===== config.mk =====
export PLATFORM = sky130hd
export DESIGN_NAME = bounded_deque_with_delete_flat
export DESIGN_NICKNAME = d
export VERILOG_FILES = /design/src/bdd_pkg.sv /design/src/bdd_req_if.sv /design/src/bdd_rsp_if.sv /design/src/bdd_ram.sv /design/src/bdd_front.sv /design/src/bdd_back.sv /design/src/bounded_deque_with_delete.sv /design/src/flat_wrapper.sv
export SDC_FILE = /design/constraint.sdc
export NUM_CORES = 1
export LEC_CHECK = 0
export BUFFER_PORTS_ARGS = -buffer_cell sky130_fd_sc_hd__clkbuf_2
export CAP_MARGIN = 5
export CORE_ASPECT_RATIO = 1.75
export CORE_MARGIN = 3
export CORE_UTILIZATION = 50
export DETAILED_ROUTE_END_ITERATION = 7
export PLACE_DENSITY_LB_ADDON = 0.1
export SLEW_MARGIN = 5
export SYNTH_ARGS = -nofsm -noshare
export SYNTH_HDL_FRONTEND = slang
export SYNTH_SLANG_ARGS = --single-unit

===== constraint.sdc =====
create_clock -name clock -period 4.7 [get_ports clock]
set_input_delay 0.94 -clock clock [delete_from_list [all_inputs] [get_ports clock]]
set_output_delay 0.94 -clock clock [all_outputs]
set_load 0.01 [all_outputs]

===== src/bdd_pkg.sv =====
// ----------------------------------------------------------------------------
// bdd_pkg: shared types for the bounded deque
// Operation codes, result status codes, command struct and engine states.
// ----------------------------------------------------------------------------
package bdd_pkg;

   localparam int ValueWidth  = 32;
   localparam int ModeWidth   = 2;
   localparam int StatusWidth = 3;

   // Operation carried by one request beat
   typedef enum logic [ModeWidth-1:0] {
      OP_PUSH_FRONT = 2'd0,
      OP_PUSH_BACK  = 2'd1,
      OP_DELETE     = 2'd2,
      OP_READ       = 2'd3
   } op_type;

   // Result status
   typedef enum logic [StatusWidth-1:0] {
      ST_DONE       = 3'd0,
      ST_EMPTY_DEL  = 3'd1,
      ST_NOT_FOUND  = 3'd2,
      ST_FULL       = 3'd3,
      ST_ELEMENT    = 3'd4,
      ST_LIST_EMPTY = 3'd5
   } status_type;

   // Classified command handed from front to back
   typedef struct packed {
      op_type                 op;
      logic [ValueWidth-1:0]  value;
   } cmd_type;

   // Back-end sequencer states
   typedef enum logic [1:0] {
      S_IDLE   = 2'd0,
      S_SEARCH = 2'd1,
      S_WALK   = 2'd2
   } state_type;

endpackage


===== src/bdd_req_if.sv =====
// ----------------------------------------------------------------------------
// bdd_req_if: request channel
// Valid/ready channel carrying one deque operation per beat.
// ----------------------------------------------------------------------------
interface bdd_req_if;
   logic                                  valid;
   logic                                  ready;
   logic [bdd_pkg::ModeWidth-1:0]         mode;
   logic signed [bdd_pkg::ValueWidth-1:0] item_value;

   modport source (output valid, output mode, output item_value, input ready);
   modport sink   (input valid, input mode, input item_value, output ready);
endinterface


===== src/bdd_rsp_if.sv =====
// ----------------------------------------------------------------------------
// bdd_rsp_if: response channel
// Valid/ready channel carrying one result beat.
// ----------------------------------------------------------------------------
interface bdd_rsp_if;
   logic                                  valid;
   logic                                  ready;
   logic [bdd_pkg::StatusWidth-1:0]       status;
   logic signed [bdd_pkg::ValueWidth-1:0] out_value;
   logic                                  last;

   modport source (output valid, output status, output out_value, output last,
                   input ready);
   modport sink   (input valid, input status, input out_value, input last,
                   output ready);
endinterface


===== src/bdd_ram.sv =====
// ----------------------------------------------------------------------------
// bdd_ram: generic single-port-write RAM
// One write port, one read port, registered read data.
// ----------------------------------------------------------------------------
module bdd_ram #(
   parameter int WIDTH = 32,
   parameter int DEPTH = 16
) (
   input  logic                                      clock,
   input  logic                                      wr_en,
   input  logic [((DEPTH > 1) ? $clog2(DEPTH) : 1)-1:0] wr_addr,
   input  logic [WIDTH-1:0]                          wr_data,
   input  logic [((DEPTH > 1) ? $clog2(DEPTH) : 1)-1:0] rd_addr,
   output logic [WIDTH-1:0]                          rd_data
);

   logic [WIDTH-1:0] mem_ff [DEPTH];
   logic [WIDTH-1:0] rd_data_ff;

   // write port and registered read
   always_ff @(posedge clock) begin
      if (wr_en) begin
         mem_ff[wr_addr] <= wr_data;
      end
      rd_data_ff <= mem_ff[rd_addr];
   end

   assign rd_data = rd_data_ff;

endmodule


===== src/bdd_front.sv =====
// ----------------------------------------------------------------------------
// bdd_front: request intake
// Accepts request beats, decodes the mode and buffers commands in a
// two-entry queue so the intake runs ahead of the back end.
// ----------------------------------------------------------------------------
module bdd_front (
   input  logic              clock,
   input  logic              reset,
   bdd_req_if.sink           req_bus,
   output logic              cmd_valid,
   output bdd_pkg::cmd_type  cmd,
   input  logic              cmd_ready
);

   bdd_pkg::cmd_type q_ff [2];
   logic             wr_ptr_ff, wr_ptr_in;
   logic             rd_ptr_ff, rd_ptr_in;
   logic [1:0]       cnt_ff, cnt_in;
   bdd_pkg::cmd_type decoded;
   logic             push, pop;

   // decode the mode field; every 2-bit mode is a valid operation
   always_comb begin
      decoded.value = req_bus.item_value;
      decoded.op    = bdd_pkg::op_type'(req_bus.mode);
   end

   assign req_bus.ready = (cnt_ff != 2'd2);
   assign push          = req_bus.valid && req_bus.ready;
   assign cmd_valid     = (cnt_ff != 2'd0);
   assign pop           = cmd_valid && cmd_ready;
   assign cmd           = q_ff[rd_ptr_ff];

   // queue pointers
   always_comb begin
      wr_ptr_in = push ? ~wr_ptr_ff : wr_ptr_ff;
      rd_ptr_in = pop ? ~rd_ptr_ff : rd_ptr_ff;
      cnt_in    = cnt_ff + {1'b0, push} - {1'b0, pop};
   end

   always_ff @(posedge clock) begin
      if (reset) begin
         wr_ptr_ff <= 1'b0;
         rd_ptr_ff <= 1'b0;
         cnt_ff    <= 2'd0;
      end else begin
         wr_ptr_ff <= wr_ptr_in;
         rd_ptr_ff <= rd_ptr_in;
         cnt_ff    <= cnt_in;
      end
   end

   // queue storage
   always_ff @(posedge clock) begin
      if (push) begin
         q_ff[wr_ptr_ff] <= decoded;
      end
   end

endmodule


===== src/bdd_back.sv =====
// ----------------------------------------------------------------------------
// bdd_back: list engine
// Executes one command at a time on the linked slot store: pushes as the
// command is taken; delete searches, and list reads while the output is free,
// walk the links one slot a cycle. Holds the response output register.
// ----------------------------------------------------------------------------
module bdd_back #(
   parameter int CAPACITY = 16
) (
   input  logic              clock,
   input  logic              reset,
   input  logic              cmd_valid,
   input  bdd_pkg::cmd_type  cmd,
   output logic              cmd_ready,
   bdd_rsp_if.source         rsp_bus
);

   localparam int SW = (CAPACITY > 1) ? $clog2(CAPACITY) : 1;
   localparam int CW = $clog2(CAPACITY + 1);
   localparam int VW = bdd_pkg::ValueWidth;

   bdd_pkg::state_type  state_ff, state_in;
   logic [SW-1:0]       cur_ff, cur_in;
   logic [CW-1:0]       steps_ff, steps_in;
   logic [CW-1:0]       count_ff, count_in;
   logic [SW-1:0]       first_ff, first_in;
   logic [SW-1:0]       last_ff, last_in;
   logic [CAPACITY-1:0] used_ff, used_in;
   logic [VW-1:0]       val_ff, val_in;

   logic                   rsp_valid_ff, rsp_valid_in;
   bdd_pkg::status_type    rsp_status_ff, rsp_status_in;
   logic [VW-1:0]          rsp_value_ff, rsp_value_in;
   logic                   rsp_last_ff, rsp_last_in;
   logic                   rsp_load;

   logic          val_we, next_we, prev_we;
   logic [SW-1:0] val_waddr, next_waddr, prev_waddr, raddr;
   logic [VW-1:0] val_wdata, val_rdata;
   logic [SW-1:0] next_wdata, prev_wdata, next_rdata, prev_rdata;

   logic          out_free, take, at_end, match;
   logic [SW-1:0] free_slot;

   // slot store: values and links
   bdd_ram #(.WIDTH(VW), .DEPTH(CAPACITY)) u_val_ram (
      .clock(clock), .wr_en(val_we), .wr_addr(val_waddr), .wr_data(val_wdata),
      .rd_addr(raddr), .rd_data(val_rdata));
   bdd_ram #(.WIDTH(SW), .DEPTH(CAPACITY)) u_next_ram (
      .clock(clock), .wr_en(next_we), .wr_addr(next_waddr), .wr_data(next_wdata),
      .rd_addr(raddr), .rd_data(next_rdata));
   bdd_ram #(.WIDTH(SW), .DEPTH(CAPACITY)) u_prev_ram (
      .clock(clock), .wr_en(prev_we), .wr_addr(prev_waddr), .wr_data(prev_wdata),
      .rd_addr(raddr), .rd_data(prev_rdata));

   // lowest free slot
   always_comb begin
      free_slot = '0;
      for (int i = CAPACITY - 1; i >= 0; i--) begin
         if (!used_ff[i]) begin
            free_slot = SW'(i);
         end
      end
   end

   assign out_free  = !rsp_valid_ff || rsp_bus.ready;
   assign take      = (state_ff == bdd_pkg::S_IDLE) && cmd_valid && out_free;
   assign cmd_ready = (state_ff == bdd_pkg::S_IDLE) && out_free;
   assign at_end    = ((steps_ff + CW'(1)) == count_ff);
   assign match     = (val_rdata == val_ff);

   // next state
   always_comb begin
      state_in = state_ff;
      case (state_ff)
         bdd_pkg::S_IDLE: begin
            if (take && count_ff != '0) begin
               if (cmd.op == bdd_pkg::OP_DELETE) begin
                  state_in = bdd_pkg::S_SEARCH;
               end else if (cmd.op == bdd_pkg::OP_READ) begin
                  state_in = bdd_pkg::S_WALK;
               end
            end
         end
         bdd_pkg::S_SEARCH: begin
            if (match || at_end) begin
               state_in = bdd_pkg::S_IDLE;
            end
         end
         bdd_pkg::S_WALK: begin
            if (out_free && at_end) begin
               state_in = bdd_pkg::S_IDLE;
            end
         end
         default: state_in = bdd_pkg::S_IDLE;
      endcase
   end

   // datapath and store control
   always_comb begin
      cur_in        = cur_ff;
      steps_in      = steps_ff;
      count_in      = count_ff;
      first_in      = first_ff;
      last_in       = last_ff;
      used_in       = used_ff;
      val_in        = val_ff;
      rsp_load      = 1'b0;
      rsp_status_in = rsp_status_ff;
      rsp_value_in  = rsp_value_ff;
      rsp_last_in   = 1'b1;
      val_we        = 1'b0;
      next_we       = 1'b0;
      prev_we       = 1'b0;
      val_waddr     = free_slot;
      val_wdata     = cmd.value;
      next_waddr    = free_slot;
      next_wdata    = first_ff;
      prev_waddr    = first_ff;
      prev_wdata    = free_slot;
      raddr         = cur_ff;
      case (state_ff)
         bdd_pkg::S_IDLE: begin
            raddr = first_ff;
            if (take) begin
               val_in       = cmd.value;
               rsp_value_in = cmd.value;
               case (cmd.op)
                  bdd_pkg::OP_PUSH_FRONT, bdd_pkg::OP_PUSH_BACK: begin
                     rsp_load = 1'b1;
                     if (count_ff == CW'(CAPACITY)) begin
                        rsp_status_in = bdd_pkg::ST_FULL;
                     end else begin
                        rsp_status_in        = bdd_pkg::ST_DONE;
                        val_we               = 1'b1;
                        used_in[free_slot]   = 1'b1;
                        count_in             = count_ff + CW'(1);
                        if (count_ff == '0) begin
                           first_in = free_slot;
                           last_in  = free_slot;
                        end else if (cmd.op == bdd_pkg::OP_PUSH_FRONT) begin
                           // new head links forward to old head
                           next_we    = 1'b1;
                           next_waddr = free_slot;
                           next_wdata = first_ff;
                           prev_we    = 1'b1;
                           prev_waddr = first_ff;
                           prev_wdata = free_slot;
                           first_in   = free_slot;
                        end else begin
                           // new tail links back to old tail
                           prev_we    = 1'b1;
                           prev_waddr = free_slot;
                           prev_wdata = last_ff;
                           next_we    = 1'b1;
                           next_waddr = last_ff;
                           next_wdata = free_slot;
                           last_in    = free_slot;
                        end
                     end
                  end
                  bdd_pkg::OP_DELETE: begin
                     if (count_ff == '0) begin
                        rsp_load      = 1'b1;
                        rsp_status_in = bdd_pkg::ST_EMPTY_DEL;
                     end else begin
                        cur_in   = first_ff;
                        steps_in = '0;
                     end
                  end
                  default: begin
                     if (count_ff == '0) begin
                        rsp_load      = 1'b1;
                        rsp_status_in = bdd_pkg::ST_LIST_EMPTY;
                        rsp_value_in  = '0;
                     end else begin
                        cur_in   = first_ff;
                        steps_in = '0;
                     end
                  end
               endcase
            end
         end
         bdd_pkg::S_SEARCH: begin
            rsp_value_in = val_ff;
            if (match) begin
               // unlink slot cur_ff
               rsp_load      = 1'b1;
               rsp_status_in = bdd_pkg::ST_DONE;
               used_in[cur_ff] = 1'b0;
               count_in      = count_ff - CW'(1);
               if (count_ff == CW'(1)) begin
                  first_in = '0;
                  last_in  = '0;
               end else if (cur_ff == first_ff) begin
                  first_in   = next_rdata;
                  prev_we    = 1'b1;
                  prev_waddr = next_rdata;
                  prev_wdata = '0;
               end else if (cur_ff == last_ff) begin
                  last_in    = prev_rdata;
                  next_we    = 1'b1;
                  next_waddr = prev_rdata;
                  next_wdata = '0;
               end else begin
                  next_we    = 1'b1;
                  next_waddr = prev_rdata;
                  next_wdata = next_rdata;
                  prev_we    = 1'b1;
                  prev_waddr = next_rdata;
                  prev_wdata = prev_rdata;
               end
            end else if (at_end) begin
               rsp_load      = 1'b1;
               rsp_status_in = bdd_pkg::ST_NOT_FOUND;
            end else begin
               cur_in   = next_rdata;
               raddr    = next_rdata;
               steps_in = steps_ff + CW'(1);
            end
         end
         bdd_pkg::S_WALK: begin
            // hold the read address while the output stalls
            if (out_free) begin
               rsp_load      = 1'b1;
               rsp_status_in = bdd_pkg::ST_ELEMENT;
               rsp_value_in  = val_rdata;
               rsp_last_in   = at_end;
               cur_in        = next_rdata;
               raddr         = next_rdata;
               steps_in      = steps_ff + CW'(1);
            end
         end
         default: begin
         end
      endcase
   end

   // response valid
   always_comb begin
      if (rsp_load) begin
         rsp_valid_in = 1'b1;
      end else if (rsp_bus.ready) begin
         rsp_valid_in = 1'b0;
      end else begin
         rsp_valid_in = rsp_valid_ff;
      end
   end

   // control registers
   always_ff @(posedge clock) begin
      if (reset) begin
         state_ff     <= bdd_pkg::S_IDLE;
         count_ff     <= '0;
         first_ff     <= '0;
         last_ff      <= '0;
         used_ff      <= '0;
         rsp_valid_ff <= 1'b0;
      end else begin
         state_ff     <= state_in;
         count_ff     <= count_in;
         first_ff     <= first_in;
         last_ff      <= last_in;
         used_ff      <= used_in;
         rsp_valid_ff <= rsp_valid_in;
      end
   end

   // walk and payload registers
   always_ff @(posedge clock) begin
      cur_ff   <= cur_in;
      steps_ff <= steps_in;
      val_ff   <= val_in;
      if (rsp_load) begin
         rsp_status_ff <= rsp_status_in;
         rsp_value_ff  <= rsp_value_in;
         rsp_last_ff   <= rsp_last_in;
      end
   end

   assign rsp_bus.valid     = rsp_valid_ff;
   assign rsp_bus.status    = rsp_status_ff;
   assign rsp_bus.out_value = rsp_value_ff;
   assign rsp_bus.last      = rsp_last_ff;

endmodule


===== src/bounded_deque_with_delete.sv =====
// ----------------------------------------------------------------------------
// bounded_deque_with_delete: bounded deque with delete by value
// Ordered list of up to CAPACITY signed 32-bit values in a linked slot store.
// ----------------------------------------------------------------------------
// Usage:
//   req_bus carries one operation per beat: mode 0 push front, 1 push back,
//   2 delete first entry equal to item_value, 3 read the whole list.
//   rsp_bus returns result beats; last marks the final beat of an operation.
//   Push and delete give one beat echoing item_value; read gives one beat per
//   entry front to back, or a single list-empty beat when nothing is stored.
// Timing:
//   A two-entry command queue takes request beats while the engine works.
//   Push: result appears in the cycle after the engine takes the command.
//   Delete: the search visits slots front to back, at most every stored entry.
//   Read: one beat per entry, one beat per cycle while the response is not held.
//   The engine runs one command at a time; the link walk through the slot
//   RAM, one read per cycle, sets the delete and read durations.
// Reset: synchronous; the list is emptied at once, no clearing pass.
// Stall: a held response beat stops the engine; requests queue until full.
// ----------------------------------------------------------------------------
module bounded_deque_with_delete #(
   parameter int CAPACITY = 16
) (
   input  logic      clock,
   input  logic      reset,
   bdd_req_if.sink   req_bus,
   bdd_rsp_if.source rsp_bus
);

   logic             cmd_valid;
   logic             cmd_ready;
   bdd_pkg::cmd_type cmd;

   bdd_front u_front (
      .clock     (clock),
      .reset     (reset),
      .req_bus   (req_bus),
      .cmd_valid (cmd_valid),
      .cmd       (cmd),
      .cmd_ready (cmd_ready)
   );

   bdd_back #(.CAPACITY(CAPACITY)) u_back (
      .clock     (clock),
      .reset     (reset),
      .cmd_valid (cmd_valid),
      .cmd       (cmd),
      .cmd_ready (cmd_ready),
      .rsp_bus   (rsp_bus)
   );

endmodule


===== src/flat_wrapper.sv =====
// flat-port wrapper written by rule: the top's interface ports become plain ports
module bounded_deque_with_delete_flat 
#(
   parameter int CAPACITY = 16
)
  (clock, reset, req_bus_valid, req_bus_mode, req_bus_item_value, req_bus_ready, rsp_bus_valid, rsp_bus_status, rsp_bus_out_value, rsp_bus_last, rsp_bus_ready);
  bdd_req_if req_bus_i ();
  bdd_rsp_if rsp_bus_i ();
  input  logic clock;
  input  logic reset;
  input wire logic [$bits(req_bus_i.valid)-1:0] req_bus_valid;
  input wire logic [$bits(req_bus_i.mode)-1:0] req_bus_mode;
  input wire logic [$bits(req_bus_i.item_value)-1:0] req_bus_item_value;
  output wire logic [$bits(req_bus_i.ready)-1:0] req_bus_ready;
  output wire logic [$bits(rsp_bus_i.valid)-1:0] rsp_bus_valid;
  output wire logic [$bits(rsp_bus_i.status)-1:0] rsp_bus_status;
  output wire logic [$bits(rsp_bus_i.out_value)-1:0] rsp_bus_out_value;
  output wire logic [$bits(rsp_bus_i.last)-1:0] rsp_bus_last;
  input wire logic [$bits(rsp_bus_i.ready)-1:0] rsp_bus_ready;
  assign req_bus_i.valid = req_bus_valid;
  assign req_bus_i.mode = req_bus_mode;
  assign req_bus_i.item_value = req_bus_item_value;
  assign req_bus_ready = req_bus_i.ready;
  assign rsp_bus_valid = rsp_bus_i.valid;
  assign rsp_bus_status = rsp_bus_i.status;
  assign rsp_bus_out_value = rsp_bus_i.out_value;
  assign rsp_bus_last = rsp_bus_i.last;
  assign rsp_bus_i.ready = rsp_bus_ready;
  bounded_deque_with_delete #(.CAPACITY(CAPACITY)) u_core (.clock(clock), .reset(reset), .req_bus(req_bus_i), .rsp_bus(rsp_bus_i));
endmodule

After elaboration in Yosys (flattened, before gate mapping) --
Memory sizes are Yosys's and may differ from the RTL's. A register that Yosys moved wholly into a read port is not among the register bits. Index checks and enable logic that the tools add are counted.
Operators by class: reductions and logical operators 32, muxes and demuxes 149, $add $sub $neg 5, order comparisons 4, bitwise gates (word level) 5, equal/unequal tests 33
Operators by type and width (count):
- 4-bit two-way mux | 64
- 32-bit two-way mux | 4
- 32-bit one-hot mux with 3 select lines | 1
- 16-bit two-way mux | 4
- 5-bit two-way mux | 10
- 4-bit one-hot mux with 2 select lines | 6
- 1-bit two-way mux | 35
- 32-bit == test | 1
- 16-bit one-hot mux with 2 select lines | 1
- 4-bit one-hot mux with 3 select lines | 2
- 2-bit inequality test, second input constant | 11
- 7-bit AND reduction | 3
- 3-bit two-way mux | 6
- 16-bit bitwise AND | 1
- 16-bit NOT | 1
- 16-bit bitwise OR | 1
- 5-bit one-hot mux with 3 select lines | 1
- 2-bit two-way mux | 6
- 3-bit inequality test, second input constant | 4
- 4-bit AND reduction | 3
- 5-bit by 1-bit adder with 5-bit output, second input constant | 2
- 4-bit by 5-bit < comparator with 1-bit output, second input constant | 2
- 5-bit one-hot mux with 2 select lines | 1
- 1-bit logical AND | 9
- other kinds (32) | 49
Storage, ports and cells: memory bits (writable) 708, memories kept 4, output and inout bits 38, register bits 113
Memories:
- u_core.u_back.u_val_ram.mem_ff | depth 16, width 32, read ports 1, clocked after memory_dff 1, wr ports 1, RTL line bdd_ram.sv:17 | logic [WIDTH-1:0] mem_ff [DEPTH];
- u_core.u_front.q_ff | depth 2, width 34, read ports 1, clocked after memory_dff 1, wr ports 1, RTL line bdd_front.sv:15 | bdd_pkg::cmd_type q_ff [2];
- u_core.u_back.u_next_ram.mem_ff | depth 16, width 4, read ports 1, clocked after memory_dff 1, wr ports 1, RTL line bdd_ram.sv:17
- u_core.u_back.u_prev_ram.mem_ff | depth 16, width 4, read ports 1, clocked after memory_dff 1, wr ports 1, RTL line bdd_ram.sv:17

Logic depth before layout (Yosys ltp) --
depth in word-level cells 25, mapped depth 14, gate-level depth less buffers 11

Modules after synthesis --
A second synthesis with hierarchy kept.
Second synthesis, totals: cell total of the unflattened synthesis 1841, area total of the unflattened synthesis 34296.6 um2
By module, submodules not included:
- bdd_ram at u_core.u_back.u_val_ram | cells an instance 838, seq. area each 16015.4 um2, times used 1, area an instance 19835.3 um2
- bdd_back | cells an instance 613, seq. area each 2952.8 um2, times used 1, area an instance 6308.6 um2
- bdd_ram at u_core.u_back.u_next_ram ... | cells an instance 130, seq. area each 2001.9 um2, times used 2, area an instance 2666.3 um2
- bdd_front | cells an instance 130, seq. area each 2142.1 um2, times used 1, area an instance 2820.2 um2

Worst setup path after synthesis --
Ideal clock, no wire load.
path type reg2reg, start reg u_core.u_back.val_ff[24], end reg u_core.u_back.rsp_status_ff[0], in the netlist u_core.u_back.rsp_bus.status[0] (enable), data arrival time 3.397 ns, path buffers 2, clock period less this slack 3.696 ns, setup slack 1.004 ns, required time 4.401 ns, stages on the path, launching flop included 11, cell sequence edfxtp_1 xor2_1 nor4_1 nand4_1 o21ai_2 clkbuf_1 buf_2 a221oi_1 nor2_1 o21a_1 o221a_2
Between the ends: cells in the longest elaborated chain, start to end 4, elaborated cells on any way between the ends 5, classes of those cells eq/ne (2); mux (2); reduce/logical (1)
Ends and longest elaborated chain:
- start, declared | RTL line bdd_back.sv:29 | logic [VW-1:0] val_ff, val_in;
- start signal, assigned | RTL line bdd_back.sv:273 | val_ff <= val_in;
- 32-bit == test | RTL line bdd_back.sv:70 | assign match = (val_rdata == val_ff);
- 1-bit two-way mux | RTL line bdd_back.sv:186 | if (match) begin
- 1-bit one-hot mux with 3 select lines | RTL line bdd_back.sv:122 | case (state_ff)
- net u_core.u_back.rsp_load | RTL line bdd_back.sv:35 | logic rsp_load;
- 7-bit AND reduction (no line)
- end signal, assigned | RTL line bdd_back.sv:275 | rsp_status_ff <= rsp_status_in;
- end, declared | RTL line bdd_back.sv:32 | bdd_pkg::status_type rsp_status_ff, rsp_status_in;
The timed path passes the listed nets, and every way through them passes these cells. A chain may end at the register's enable or synchronous reset.

Worst setup path in the final report --
start reg u_core.u_back.val_ff[18], end reg u_core.u_back.u_next_ram.rd_data_ff[3], in the netlist u_core.u_back.u_next_ram.rd_data[3], read port of u_core.u_back.u_next_ram.mem_ff
Between the ends: cells in the longest elaborated chain, start to end 3
Ends and longest elaborated chain:
- 32-bit == test | RTL line bdd_back.sv:70
- 4-bit two-way mux | RTL line bdd_back.sv:186
- 4-bit one-hot mux with 3 select lines | RTL line bdd_back.sv:122
- end, declared | RTL line bdd_ram.sv:18 | logic [WIDTH-1:0] rd_data_ff;
No other way between the ends.

==> flow_summary.toml <==
[global_routing]
grt_pass1_wl_um = 166000
grt_pass1_vias = 25546
grt_use_total_pct = 29.0
antenna_found_initial = 0
grt-ovfl-total = 0
grt_start_max_net_pins = 161

[routing]
drtAntennaViolNets = 0
drc = 0
viasPerCell = 6.52
wl_per_cell_um = 29.1
firstDrtPassIters = 8
wl_um = 114000
num_vias = 25534
detail_route.iter0.violations = 2677

[layout]
final_cells = 3916
fillers = 5790
drive_above_1_share_pct = 15.9
final_cell_mix = "edfxtp_1, nand2_1, and3_1, a211oi_1, mux2_2"
final_common_cell = "edfxtp_1"
area_growth_pct = 13.2
diodes = 0
final_nets = 2972
utilization_pct = 57.5

[die]
ios = 76
initial_core_util_pct = 50.8
coreArea_um2 = 73300
rows = 131
die_h_um = 367
chipWidth_um = 212
dieArea_um2 = 77800

[run_status]
outcome = "completed"

[sta]
finalWorstSetupSlack_ns = 0.268
tightestPinTransition_ns = 1.24
hold_viol = 0
rsz0062_at_grt = "false"
tns_ns = 0
hold_ws_ns = 0.486
setup_viol = 0
fin_crit_sh_pct = 94.3
fin_crit_ns = 4.43
skew_ns = 0.0289
slew_headroom_pct = 17.1
slew_violations = 0
max_freq_mhz = 226

[worst_setup_path]
path_max_fanout = 63
critPathRequiredTime_ns = 5.23
arrival_ns = 4.96
end_kind = "register"
crit_type = "register to register"
cp-start-kind = "register"

[yosys]
synth_top_family_by_area = "compound AO/OA/AOI/OAI gates"
async_flop_share_pct = 0
synth_enable_flop_cells = 785
synth_nets = 2913
synthMuxAreaShare_pct = 4.84
synth_seq_cells = 862
synth_warnings = 0
synthSimpleGateAreaFrac_pct = 11.2
syn_avg_cell_area_um2 = 13.0
ys_types = 65
netlist_instances = 2864
synth-compound-area-share_pct = 11.9
synth_xor_area_share_pct = 1.38
synth_adder_area_share_pct = 0.370
synth_seq_area_share_pct = 67.5
ys.flop_type = "edfxtp_1"
netlist_area_um2 = 37200

[clock_tree]
cts_sinks = 862
htree_levels = 3
cts-root-buf = "clkbuf_16"
cts_tree = "done"
post_cts_buffers = 0
numCtsBuffers = 79
cts_resized = 0
ctsHoldBuffers = 0
clk_path_buf_depth = 3
insertion_delay_ns = 0.65
clk_pin_slew_ns = 0.06

[worst_hold_path]
hold_path_class = "input port to register"

[place]
post-dp-hpwl_um = 66700
io_buffer_count = 75
post-place-ws_ns = 0.465
dp.cells = 3773
place_congestion = 0.921

[job]
cap_violations = 0

[power_and_ir_drop]
p_leak_nw = 14.1
ir_worst_vdd_v = 0.000427
cellPowerDensity_nw_per_um2 = 657
==> per-layer routing <==
layer | part of all wire (%) | GRT usage [%] | routed length, um | vias to the layer above
met1 | 36 | 34.7 | 41600 | 12909
li1 | - | - | - | 11114
met3 | 6.4 | 3.43 | 7340 | 297
met4 | 4.9 | 14.3 | 5620 | 0
met5 | 0 | 0 | 0 | -
met2 | 52 | 51.5 | 59500 | 1214
==> synthesized netlist by cell type, drive strengths merged (11+ instances only) <==
library cell | n | area [um2]
edfxtp | 785 | 23600
nand2 | 471 | 1770
clkbuf | 184 | 691
and3 | 167 | 1040
a211oi | 166 | 1250
mux2 | 118 | 1330
nor2 | 101 | 379
nand3 | 89 | 445
o211ai | 86 | 646
a31oi | 85 | 532
dfxtp | 77 | 1540
a21oi | 47 | 235
inv | 47 | 176
mux2i | 47 | 470
a221o | 42 | 420
xor2 | 42 | 368
o21ai | 41 | 209
o32ai | 40 | 350
a222oi | 32 | 320
buf | 32 | 169
nor3 | 15 | 75.1
a22oi | 14 | 105
xnor2 | 14 | 123
and2 | 13 | 81.3
ha | 11 | 138
nor4 | 11 | 68.8
==> final timing paths <==
path                                                             start                                           to  slack (ns)  cells past startpoint
worst max-delay path                u_core.u_back.val_ff[18]$_DFFE_PP_  u_core.u_back.u_next_ram.rd_data[3]$_DFF_P_        0.27                     11
worst min-delay path                            req_bus_item_value[30]         u_core.u_front.q_ff[1][30]$_DFFE_PP_        0.49                      1
worst max register to register      u_core.u_back.val_ff[18]$_DFFE_PP_  u_core.u_back.u_next_ram.rd_data[3]$_DFF_P_        0.27                     11
worst min register to register  u_core.u_back.used_ff[15]$_SDFFE_PP0P_       u_core.u_back.used_ff[15]$_SDFFE_PP0P_        0.50                      2
==> flip-flops by register name, summed over array words and instances (netlist names), 2 cells and up, named ones only <==
register                          cells
u_core.u_back.count_ff                5
u_core.u_back.cur_ff                  4
u_core.u_back.first_ff                4
u_core.u_back.last_ff                 4
u_core.u_back.rsp_bus.out_value      32
u_core.u_back.rsp_bus.status          3
u_core.u_back.state_ff                2
u_core.u_back.steps_ff                5
u_core.u_back.u_next_ram.mem_ff      64
u_core.u_back.u_next_ram.rd_data      4
u_core.u_back.u_prev_ram.mem_ff      64
u_core.u_back.u_prev_ram.rd_data      4
u_core.u_back.u_val_ram.mem_ff      512
u_core.u_back.u_val_ram.rd_data      32
u_core.u_back.used_ff                16
u_core.u_back.val_ff                 32
u_core.u_front.cnt_ff                 2
u_core.u_front.q_ff                  68
==> layout make-up <==
cell class	count	area [um2]	area share, %
multi-input cells	1738	11300	26.8
well taps	931	1160	2.77
clock inverters	43	449	1.07
repair buffers	194	1760	4.17
flip-flops and latches	862	25100	59.6
inverters	48	180	0.428
clock buffers	100	2150	5.10
==> power breakdown <==
part | internal (mW) | total [mW] | switching [mW]
combinational | 3.67 | 10.7 | 6.98
sequential | 9.86 | 10.5 | 0.613
clock | 3.74 | 6.55 | 2.81
total | 17.3 | 27.7 | 10.4
==> per-stage QoR <==
step           power, mW  cell area [um2]
6_report            27.7            42100
5_1_grt             28.8            42100
4_1_cts             27.7            42100
3_5_place_dp        21.2            39500
3_3_place_gp        21.0            39500
2_1_floorplan       16.8            37200
==> worst max-delay path, cell delays in order, from the launching register on <==
cell and delay [ns]:
edfxtp_1 0.41, xor2_1 0.19, nor4_1 0.59, nand4_1 0.45
o21ai_4 0.53, mux2i_1 0.25, o41ai_4 0.42, buf_12 0.21
buf_12 0.31, mux2i_1 0.45, o32ai_1 0.19, a221o_1 0.28
==> kinds of logic (layout without fill, tap and decap cells) <==
| family | after synthesis | in the layout |
|---|---|---|
| and+or+nand+nor | 910 | 910 |
| DFF | 862 | 862 |
| AOI/OAI and AO/OA | 595 | 595 |
| buffers and inverters | 264 | 385 |
| muxes | 165 | 165 |
| xor gates and xnor gates | 57 | 57 |
| adders and majority gates | 11 | 11 |
Note: power is estimated with default switching activity, not from simulation.
